### src/hw/rtl/vlqd_pkg.sv
// ----------------------------------------------------------------------------
// vlqd_pkg
// Shared types and constants for the length-prefixed message deframer.
// ----------------------------------------------------------------------------
package vlqd_pkg;

    localparam int LEN_W      = 32;
    localparam int CNT_W      = 32;
    localparam int DATA_W     = 32;
    localparam int ADDR_W     = 3;
    localparam int VALUE_BITS = 7;
    localparam logic [7:0] VALUE_MASK = 8'((1 << VALUE_BITS) - 1);

    localparam int FIFO_DEPTH = 4;
    localparam int FIFO_AW    = $clog2(FIFO_DEPTH);

    localparam logic [0:0] REG_IDX_MSG_EXP = 1'b0;

    typedef struct packed {
        logic [7:0]       payload_byte;
        logic             is_empty;
        logic             last_in_message;
        logic [31:0]      message_length;
        logic [CNT_W-1:0] message_index;
        logic             last_message;
    } result_t;

endpackage

### src/hw/rtl/vlq_length_prefix_deframer.sv
// A result is queued as its byte transfers; the queue head drives the ports.
// Throughput: one byte per cycle while full is low; full rises only when the 4-entry result
// queue is full and pop is held low.
// Reset: rst_n clears the decoder state, the message counter, the queue and
// messages_expected; with messages_expected at zero every byte is dropped.
// ----------------------------------------------------------------------------
// vlq_length_prefix_deframer
// Top level: configuration register, decoder front and result queue.
// ----------------------------------------------------------------------------
module vlq_length_prefix_deframer
    import vlqd_pkg::*;
(
    input  logic              clk,
    input  logic              rst_n,
    input  logic              psel,
    input  logic              penable,
    input  logic              pwrite,
    input  logic [ADDR_W-1:0] paddr,
    input  logic [DATA_W-1:0] pwdata,
    output logic [DATA_W-1:0] prdata,
    output logic              pready,
    input  logic              push,
    output logic              full,
    input  logic [7:0]        in_byte,
    output logic              empty,
    input  logic              pop,
    output logic [7:0]        payload_byte,
    output logic              is_empty,
    output logic              last_in_message,
    output logic [31:0]       message_length,
    output logic [CNT_W-1:0]  message_index,
    output logic              last_message
);

    logic [CNT_W-1:0] msg_exp_reg;
    logic             cfg_wr;
    logic             byte_valid;
    logic             res_valid;
    result_t          res;
    result_t          head;

    assign pready = 1'b1;
    assign cfg_wr = psel && penable && pwrite && (paddr[2:2] == REG_IDX_MSG_EXP);
    assign prdata = (paddr[2:2] == REG_IDX_MSG_EXP) ? DATA_W'(msg_exp_reg) : '0;

    always_ff @(posedge clk or negedge rst_n)
    begin
        if (!rst_n)
        begin
            msg_exp_reg <= '0;
        end
        else if (cfg_wr)
        begin
            msg_exp_reg <= CNT_W'(pwdata);
        end
    end

    assign byte_valid = push && !full;

    vlqd_front u_front (
        .clk               (clk),
        .rst_n             (rst_n),
        .byte_valid        (byte_valid),
        .in_byte           (in_byte),
        .messages_expected (msg_exp_reg),
        .res_valid         (res_valid),
        .res               (res)
    );

    vlqd_fifo u_fifo (
        .clk     (clk),
        .rst_n   (rst_n),
        .wr_en   (res_valid),
        .wr_data (res),
        .full    (full),
        .rd_en   (pop),
        .empty   (empty),
        .rd_data (head)
    );

    assign payload_byte    = head.payload_byte;
    assign is_empty        = head.is_empty;
    assign last_in_message = head.last_in_message;
    assign message_length  = head.message_length;
    assign message_index   = head.message_index;
    assign last_message    = head.last_message;

endmodule

### src/hw/rtl/vlqd_front.sv
// ----------------------------------------------------------------------------
// vlqd_front
// Prefix decoder and message tracker: classifies each byte and builds results.
// ----------------------------------------------------------------------------
module vlqd_front
    import vlqd_pkg::*;
(
    input  logic             clk,
    input  logic             rst_n,
    input  logic             byte_valid,
    input  logic [7:0]       in_byte,
    input  logic [CNT_W-1:0] messages_expected,
    output logic             res_valid,
    output result_t          res
);

    localparam logic PH_PREFIX  = 1'b0;
    localparam logic PH_PAYLOAD = 1'b1;

    logic             phase_reg, phase_next;
    logic [LEN_W-1:0] acc_reg, acc_next;
    logic [LEN_W-1:0] rem_reg, rem_next;
    logic [CNT_W-1:0] cnt_reg, cnt_next;

    logic             done;
    logic [LEN_W-1:0] acc_shift;
    logic [LEN_W-1:0] rem_dec;
    logic             last_msg;

    assign done      = (cnt_reg >= messages_expected);
    assign acc_shift = {acc_reg[LEN_W-8:0], in_byte[VALUE_BITS-1:0]};
    assign rem_dec   = rem_reg - LEN_W'(1);
    assign last_msg  = ((cnt_reg + CNT_W'(1)) == messages_expected);

    always_comb
    begin
        phase_next = phase_reg;
        acc_next   = acc_reg;
        rem_next   = rem_reg;
        cnt_next   = cnt_reg;
        res_valid  = 1'b0;
        res.payload_byte    = 8'd0;
        res.is_empty        = 1'b0;
        res.last_in_message = 1'b0;
        res.message_length  = 32'(acc_reg);
        res.message_index   = cnt_reg;
        res.last_message    = last_msg;
        if (byte_valid && !done)
        begin
            case (phase_reg)
                PH_PREFIX:
                begin
                    acc_next = acc_shift;
                    if (!in_byte[7])
                    begin
                        if (acc_shift == '0)
                        begin
                            res_valid           = 1'b1;
                            res.is_empty        = 1'b1;
                            res.last_in_message = 1'b1;
                            res.message_length  = 32'd0;
                            cnt_next            = cnt_reg + CNT_W'(1);
                        end
                        else
                        begin
                            rem_next   = acc_shift;
                            phase_next = PH_PAYLOAD;
                        end
                    end
                end
                PH_PAYLOAD:
                begin
                    rem_next            = rem_dec;
                    res_valid           = 1'b1;
                    res.payload_byte    = in_byte;
                    res.last_in_message = (rem_dec == '0);
                    if (rem_dec == '0)
                    begin
                        cnt_next   = cnt_reg + CNT_W'(1);
                        phase_next = PH_PREFIX;
                        acc_next   = '0;
                    end
                end
                default:
                begin
                    phase_next = PH_PREFIX;
                end
            endcase
        end
    end

    always_ff @(posedge clk or negedge rst_n)
    begin
        if (!rst_n)
        begin
            phase_reg <= PH_PREFIX;
            acc_reg   <= '0;
            rem_reg   <= '0;
            cnt_reg   <= '0;
        end
        else
        begin
            phase_reg <= phase_next;
            acc_reg   <= acc_next;
            rem_reg   <= rem_next;
            cnt_reg   <= cnt_next;
        end
    end

endmodule

### src/hw/rtl/vlqd_fifo.sv
// ----------------------------------------------------------------------------
// vlqd_fifo
// Short result queue between the decoder and the result port.
// ----------------------------------------------------------------------------
module vlqd_fifo
    import vlqd_pkg::*;
(
    input  logic    clk,
    input  logic    rst_n,
    input  logic    wr_en,
    input  result_t wr_data,
    output logic    full,
    input  logic    rd_en,
    output logic    empty,
    output result_t rd_data
);

    result_t            mem_reg [FIFO_DEPTH];
    logic [FIFO_AW-1:0] wptr_reg, wptr_next;
    logic [FIFO_AW-1:0] rptr_reg, rptr_next;
    logic [FIFO_AW:0]   count_reg, count_next;
    logic               do_wr;
    logic               do_rd;

    assign full    = (count_reg == (FIFO_AW+1)'(FIFO_DEPTH));
    assign empty   = (count_reg == '0);
    assign do_wr   = wr_en && !full;
    assign do_rd   = rd_en && !empty;
    assign rd_data = mem_reg[rptr_reg];

    always_comb
    begin
        wptr_next  = do_wr ? wptr_reg + FIFO_AW'(1) : wptr_reg;
        rptr_next  = do_rd ? rptr_reg + FIFO_AW'(1) : rptr_reg;
        count_next = count_reg + (FIFO_AW+1)'(do_wr) - (FIFO_AW+1)'(do_rd);
    end

    always_ff @(posedge clk)
    begin
        if (do_wr)
        begin
            mem_reg[wptr_reg] <= wr_data;
        end
    end

    always_ff @(posedge clk or negedge rst_n)
    begin
        if (!rst_n)
        begin
            wptr_reg  <= '0;
            rptr_reg  <= '0;
            count_reg <= '0;
        end
        else
        begin
            wptr_reg  <= wptr_next;
            rptr_reg  <= rptr_next;
            count_reg <= count_next;
        end
    end

endmodule
### config.mk
export PLATFORM = sky130hd
export DESIGN_NAME = vlq_length_prefix_deframer
export DESIGN_NICKNAME = d
export VERILOG_FILES = /design/src/hw/rtl/vlqd_pkg.sv /design/src/hw/rtl/vlq_length_prefix_deframer.sv /design/src/hw/rtl/vlqd_front.sv /design/src/hw/rtl/vlqd_fifo.sv
export SDC_FILE = /design/constraint.sdc
export NUM_CORES = 1
export LEC_CHECK = 0
export BUFFER_PORTS_ARGS = -buffer_cell sky130_fd_sc_hd__buf_2
export CAP_MARGIN = 10
export CORE_ASPECT_RATIO = 1.5
export CORE_MARGIN = 8
export CORE_UTILIZATION = 60
export DETAILED_ROUTE_END_ITERATION = 12
export PLACE_DENSITY = 0.8
export REMOVE_ABC_BUFFERS = 1
export SYNTH_ARGS = -nofsm -noshare
export SYNTH_HDL_FRONTEND = slang
export SYNTH_SLANG_ARGS = --single-unit
export TNS_END_PERCENT = 50
### constraint.sdc
create_clock -name clk -period 5.2 [get_ports clk]
set_input_delay 0.78 -clock clk [delete_from_list [all_inputs] [get_ports clk]]
set_output_delay 0.78 -clock clk [all_outputs]
set_load 0.05 [all_outputs]
==> results of run 1 <==
## cell usage after synthesis (7+ instances only)
master	instances	area share, %
or4_1	10	0.38
nor2_1	72	1.4
a22o_1	32	1.4
nor2b_1	15	0.48
nand2_1	50	0.95
a31oi_1	7	0.22
o21ai_0	18	0.46
xnor2_1	64	2.8
a21oi_1	16	0.41
inv_1	59	1.1
xor2_1	20	0.89
mux2i_1	13	0.66
or3_1	10	0.32
edfxtp_1	300	46
nand4_1	30	0.95
buf_1	12	0.23
and3_1	16	0.51
mux4_2	75	8.6
dfrtp_1	136	17
a221oi_1	11	0.49
o211ai_1	12	0.46
and2_1	11	0.35
nor4_1	30	0.95
buf_2	8	0.20
clkbuf_1	85	1.6
ha_1	41	2.6
mux2_2	32	1.8
nand3_1	81	2.1
nor3_1	36	0.91
and4_1	9	0.40
## worst min path at each step
stage,startpoint,endpoint,cells after the start
floorplan,u_front.acc_reg[25],u_front.acc_reg[25],1
global placement,u_front.acc_reg[31],u_front.acc_reg[31],1
detailed placement,u_front.acc_reg[29],u_front.acc_reg[29],1
CTS,rst_n,msg_exp_reg[24],1
global route,rst_n,msg_exp_reg[24],1
finish,rst_n,msg_exp_reg[24],1
## area by class of cell
class                           count  area, um2  area share [%]
Multi-Input combinational cell    788       6710            30.1
Tap cell                          415        519            2.33
Clock inverter                     23        269            1.21
Sequential cell                   436      12400            55.7
Inverter                           59        221           0.994
Clock buffer                       53       1120            5.04
Timing Repair Buffer              176       1010            4.54
## placed cells by master (no fill, tap or decap), types with 16 or more instances in the layout
master,count
inv_1,59
nor3_1,34
nand3_1,81
xnor2_1,64
mux2_2,32
nor2_1,71
mux4_2,75
a21oi_1,16
nand4_1,30
nor4_1,30
xor2_1,20
clkbuf_16,43
ha_1,41
o21ai_0,18
dfrtp_1,133
a22o_1,32
and3_1,16
edfxtp_1,300
nand2_1,50
buf_2,155
## logic make-up after synthesis
logic type,count (synthesis)
flops,436
simple gates,393
buf+inv,165
compound gates,147
mux,121
xor+xnor,84
fa+ha+maj,42
other cells,1
## stage by stage
| stage | std cells | TNS (ps) | cell area (um2) |
|---|---|---|---|
| 2_1_floorplan | 1283 | -248280 | 19300 |
| 3_3_place_gp | 1874 | 0 | 20900 |
| 3_5_place_dp | 1874 | 0 | 20900 |
| 4_1_cts | 1950 | 0 | 22300 |
| 5_1_grt | 1950 | 0 | 22300 |
| 6_report | 1950 | 0 | 22300 |
## critical path, stage by stage, from the launching register on
cell and delay (ps):
dfrtp_1 500, inv_1 120, ha_1 270, nor3b_2 550
nand4_1 350, nand3b_1 260, a221o_1 370, or4_1 500
o41ai_4 420, buf_12 240, nand2_1 70, buf_4 280
a22o_1 250
## power groups by stage
stage / clock network (mW) / logic, mW / registers (mW)
2_1_floorplan: 0 / 3.17 / 5.06
3_3_place_gp: 0 / 4.19 / 5.11
3_5_place_dp: 0 / 4.23 / 5.16
4_1_cts: 3.13 / 4.25 / 5.10
5_1_grt: 3.24 / 4.42 / 5.17
6_report: 3.07 / 4.17 / 5.08
## layer usage
| metal | vias to the layer above | share of wire (%) |
|---|---|---|
| met5 | - | 0 |
| met4 | 0 | 4.1 |
| met3 | 94 | 4.7 |
| met2 | 363 | 54 |
| met1 | 6062 | 38 |
| li1 | 5549 | - |
==> summary.txt, run 1 <==
Final layout
  – Area grow syn2layout: 13.0%
  – # nets final: 1594
  – Filler Cell Count: 2178
  – Max reg flops: 300
  – Layout cell share with drive strength beyond 1: 24.0%
  – Fin util: 68.5%
  – Antenna cells: 0

Worst setup path
  – CP startpoint kind: flip-flop
  – Critical Path Fanout Max: 32
  – R2r startpoint: u_front.rem_reg[0]
  – Worst Path Required: 5620 ps
  – Critical Path End Type: flip-flop
  – Worst R2R End: u_front.acc_reg[25]
  – Crit path to: u_front.acc_reg[25]
  – WS Path Type: flip-flop to flip-flop
  – CP startpoint: u_front.rem_reg[0]
  – R2R depth: 12
  – Reg-to-reg slack, setup: 870 ps
  – CP arrival: 4750 ps

Yosys
  – Post-Synth Simple-Gate Area: 10.6%
  – Main combinational cell family by area after synthesis: multiplexers
  – Syn Std Cell Area: 19700 um2
  – Xor/xnor cell area share of the yosys netlist: 3.73%
  – Syn. warnings: 0
  – Synth async-reset ratio: 31.2%
  – Post-Synth Adder-Cell Area: 2.70%
  – Avg Cell Area, Syn: 14.2 um2
  – Synth Area in Compound Gates: 5.70%
  – Post-synthesis mux area share: 11.1%
  – Post-synth cell types: 68
  – Cells after Synth: 1389
  – Number of synthesized register bits: 436
  – Post-synth EDFFs: 300
  – Predominant post-synthesis flop cell: edfxtp_1
  – Sequential fraction of the synthesis area: 62.9%

Clock network
  – Num CTS Buffers: 41
  – CTS tree: done
  – CTS H-tree lvls: 2
  – Num Clock Sinks: 436
  – Worst-path clk slew: 60 ps
  – Hold buffer count at cts: 0
  – Clock Latency Late Sink: 540 ps
  – CTS resizes: 0
  – Root buffer cell: clkbuf_16
  – Max Buffers Root-to-Sink: 3
  – Setup bufs post-CTS: 0

Global route
  – Met2 Usage GRT: 40.7%
  – Total track usage: 22.5%
  – Met3 GRT Util: 3.45%
  – First-pass GRT wire length: 68.7 mm
  – M1 GR Usage: 25.9%
  – GRT overflow: 0
  – Initial antenna violation count: 0
  – Via count of the first global-routing pass: 12500
  – Most Crowded Layer GR: met2
  – Pin count of the biggest net entering global routing: 73

Die
  – Die Span X: 164 um
  – Core Region: 32500 um2
  – Row count: 81
  – Ports: 160
  – Full die area: 39100 um2
  – Initial Util: 60.6%
  – Die Span Y: 238 um

Timing
  – Max-slew violations: 0
  – Fmax: 231 MHz
  – Final setup margin: 866 ps
  – RSZ-0062 raised after global routing: false
  – Worst hold margin: 249 ps
  – Clk_skew: 21.5 ps
  – Relative slew slack: 33.4%
  – Min Tclk post-route: 4330 ps
  – Slew @ Worst Pin: 994 ps
  – Final setup violation count: 0
  – Hold Vio Cnt, Final: 0
  – Period utilization: 83.3%

Power
  – Power Internal: 7.65 mW
  – Gate power share: 33.9%
  – Tot Pwr: 12.3 mW
  – Clock share of power: 24.9%
  – PD cells: 553 nW/um2
  – Worst vdd ir: 0.430 mV
  – Sequential power share: 41.3%
  – Sw power: 4.67 mW
  – Net Sw Frac: 37.9%
  – Leakage: 8.54 nW

Route
  – Routed wire length per instance: 22.3 um
  – Vias post-DR: 12100
  – Drt first pass iters: 5
  – Post-Route WL: 43.6 mm
  – Routed Antenna Nets: 0
  – Mean number of vias per cell: 6.19
  – DR DRC count: 0
  – Detailed Route Iter0 Violations: 842

Placed design
  – Pre-CTS setup slack: 985 ps
  – PortBufs: 156
  – HPWL after detailed placement: 29.3 mm
  – Final Wtd Congestion: 0.913

Outcome
  – Status: finished clean

Run
  – Maximum Capacitance Violations: 0

Hold path
  – Hold crit path type: input pin to async pin
Power figures use the tool's default switching activity.
==> run 2, diff against run 1 <==
==> constraint.sdc (replaced) <==
create_clock -name clk -period 4.2 [get_ports clk]
set_input_delay 0.63 -clock clk [delete_from_list [all_inputs] [get_ports clk]]
set_output_delay 0.63 -clock clk [all_outputs]
set_load 0.05 [all_outputs]
==> summary.txt, run 2 (synthesis results as in run 1) <==
Global route
  – Total track usage: 22.9% (was 22.5%)
  – GRT overflow: 0 (unchanged)
  – First-pass GRT wire length: 69.6 mm (was 68.7 mm)
  – Via count of the first global-routing pass: 12700 (was 12500)
  – Pin count of the biggest net entering global routing: 70 (was 73)
  – Initial antenna violation count: 0 (unchanged)

Timing
  – Slew @ Worst Pin: 901 ps (was 994 ps)
  – Max-slew violations: 0 (unchanged)
  – Clk_skew: 11.6 ps (was 21.5 ps)
  – Period utilization: 94.0% (was 83.3%)
  – Hold Vio Cnt, Final: 0 (unchanged)
  – Fmax: 253 MHz (was 231 MHz)
  – Min Tclk post-route: 3950 ps (was 4330 ps)
  – RSZ-0062 raised after global routing: false (unchanged)
  – Final setup violation count: 0 (unchanged)
  – Setup TNS Final: 0 ps (unchanged)
  – Relative slew slack: 39.4% (was 33.4%)

Worst setup path
  – Critical-path top delay cell: or4_1 (was nor3b_2)
  – Worst R2R End: u_front.cnt_reg[1] (was u_front.acc_reg[25])
  – Reg-to-reg slack, setup: 250 ps (was 870 ps)
  – CP Cell Sequence: inv_1 > ha_1 > nor3b_2 > nand4_1 > nor4_1 > xor2_1 > or4_1 > o41ai_4 > buf_12 > nand2_1 > mux2_1 (was inv_1 > ha_1 > nor3b_2 > nand4_1 > nand3b_1 > a221o_1 > or4_1 > o41ai_4 > buf_12 > nand2_1 > buf_4 > a22o_1)
  – Worst stage delay on the critical path: 560 ps (was 550 ps)
  – CP startpoint: u_front.rem_reg[1] (was u_front.rem_reg[0])
  – CP startpoint kind: flip-flop (unchanged)
  – R2R depth: 11 (was 12)
  – R2r startpoint: u_front.rem_reg[1] (was u_front.rem_reg[0])
  – Critical Path End Type: flip-flop (unchanged)
  – WS Path Type: flip-flop to flip-flop (unchanged)
  – Critical Path Fanout Max: 26 (was 32)
  – Worst Path Required: 4610 ps (was 5620 ps)
  – CP arrival: 4360 ps (was 4750 ps)

Final layout
  – Filler Cell Count: 2172 (was 2178)
  – Antenna cells: 0 (unchanged)
  – Most frequent cells in the layout: 300 x edfxtp_1, 155 x buf_2, 133 x dfrtp_1 (unchanged)
  – Fin util: 69.1% (was 68.5%)
  – Layout cell share with drive strength beyond 1: 25.5% (was 24.0%)
  – Area grow syn2layout: 13.9% (was 13.0%)
  – Max reg flops: 300 (unchanged)
  – Final Instance Area: 22500 um2 (was 22300 um2)
  – # nets final: 1630 (was 1594)
  – Leading cell type in the layout, fill and taps excluded: edfxtp_1 (unchanged)

Die
  – Die Span X: 164 um (unchanged)
  – Core Region: 32500 um2 (unchanged)
  – Full die area: 39100 um2 (unchanged)
  – Initial Util: 60.6% (unchanged)
  – Row count: 81 (unchanged)
  – Die Span Y: 238 um (unchanged)
  – Ports: 160 (unchanged)

Route
  – Detailed Route Iter0 Violations: 917 (was 842)
  – Routed wire length per instance: 22.4 um (was 22.3 um)
  – DR DRC count: 0 (unchanged)
  – Vias post-DR: 12300 (was 12100)
  – Post-Route WL: 44.5 mm (was 43.6 mm)
  – Mean number of vias per cell: 6.22 (was 6.19)
  – Drt first pass iters: 5 (unchanged)
  – Routed Antenna Nets: 0 (unchanged)

Placed design
  – Final Wtd Congestion: 0.944 (was 0.913)
  – HPWL after detailed placement: 30.6 mm (was 29.3 mm)
  – PortBufs: 156 (unchanged)
  – Placed inst area: 21200 um2 (was 20900 um2)

Power
  – Net Sw Frac: 38.1% (was 37.9%)
  – Gate power share: 36.0% (was 33.9%)
  – Sequential power share: 40.6% (was 41.3%)
  – Leakage: 8.68 nW (was 8.54 nW)
  – PD cells: 673 nW/um2 (was 553 nW/um2)
  – Clock share of power: 23.4% (was 24.9%)
  – Power Internal: 9.36 mW (was 7.65 mW)
  – Tot Pwr: 15.1 mW (was 12.3 mW)
  – Worst vdd ir: 0.479 mV (was 0.430 mV)
  – Sw power: 5.77 mW (was 4.67 mW)

Clock network
  – Num CTS Buffers: 40 (was 41)
  – CTS H-tree lvls: 2 (unchanged)
  – Setup bufs post-CTS: 0 (unchanged)
  – CTS tree: done (unchanged)
  – Clock Latency Late Sink: 540 ps (about the same)
  – CTS resizes: 0 (unchanged)
  – Max Buffers Root-to-Sink: 3 (unchanged)
  – Num Clock Sinks: 436 (unchanged)
  – Hold buffer count at cts: 0 (unchanged)
  – Root buffer cell: clkbuf_16 (unchanged)
  – Worst-path clk slew: 60 ps (about the same)

Hold path
  – Hold crit path type: input pin to async pin (unchanged)

Outcome
  – Status: finished clean (unchanged)

Run
  – Maximum Capacitance Violations: 0 (unchanged)
## run 2: metal layers
layer / global-route usage, % / wire length [um] / vias up
met5: 0 / 0 / -
met4: 12.1 / 2420 / 0
met3: 3.29 / 2100 / 134
met2: 40.0 / 23200 / 423
met1: 26.9 / 16800 / 6177
li1: - / - / 5602
## run 2: layout make-up
cell class / count / area (um2) / share of cell area (%)
Sequential cell: 436 / 12400 / 55.3
Multi-Input combinational cell: 788 / 6710 / 29.9
Timing Repair Buffer: 213 / 1320 / 5.85
Clock buffer: 56 / 1130 / 5.04
Tap cell: 415 / 519 / 2.31
Inverter: 59 / 221 / 0.985
Clock inverter: 16 / 150 / 0.668
## run 2: how the worst max path moves through the flow
stage | depth (start not counted) | endpoint | slack [ps]
global route | 11 | u_front.cnt_reg[1] | 70
finish | 11 | u_front.cnt_reg[1] | 250
CTS | 11 | u_front.cnt_reg[1] | 250
global placement | 11 | u_front.cnt_reg[1] | 350
floorplan | 7 | u_fifo.mem_reg[0][0] | -1830
detailed placement | 11 | u_front.cnt_reg[1] | 290
## run 2: per-stage QoR
| step | instances | worst slack (ps) | hold slack, ps |
|---|---|---|---|
| final | 1983 | 253 | 115 |
| after global placement | 1911 | 349 | 475 |
| after detailed placement | 1911 | 288 | 475 |
| after global routing | 1983 | 72.6 | 158 |
| after floorplan | 1283 | -1830 | 334 |
| after CTS | 1983 | 255 | 124 |
## run 2: critical path: cells and delay by family (launching register included)
kind	cells	cell delay, ps
simple gates	5	1800
flops	1	460
compound gates	1	440
buf+inv	2	360
mux	1	340
fa+ha+maj	1	250
xor+xnor	1	130
## run 2: power by group through the flow
stage          registers (mW)  clock network [mW]  logic [mW]
6_report                 6.14                3.55        5.44
3_5_place_dp             6.22                   0        5.52
3_3_place_gp             6.15                   0        5.47
5_1_grt                  6.22                3.76        5.77
4_1_cts                  6.14                3.61        5.54
2_1_floorplan            6.26                   0        3.92
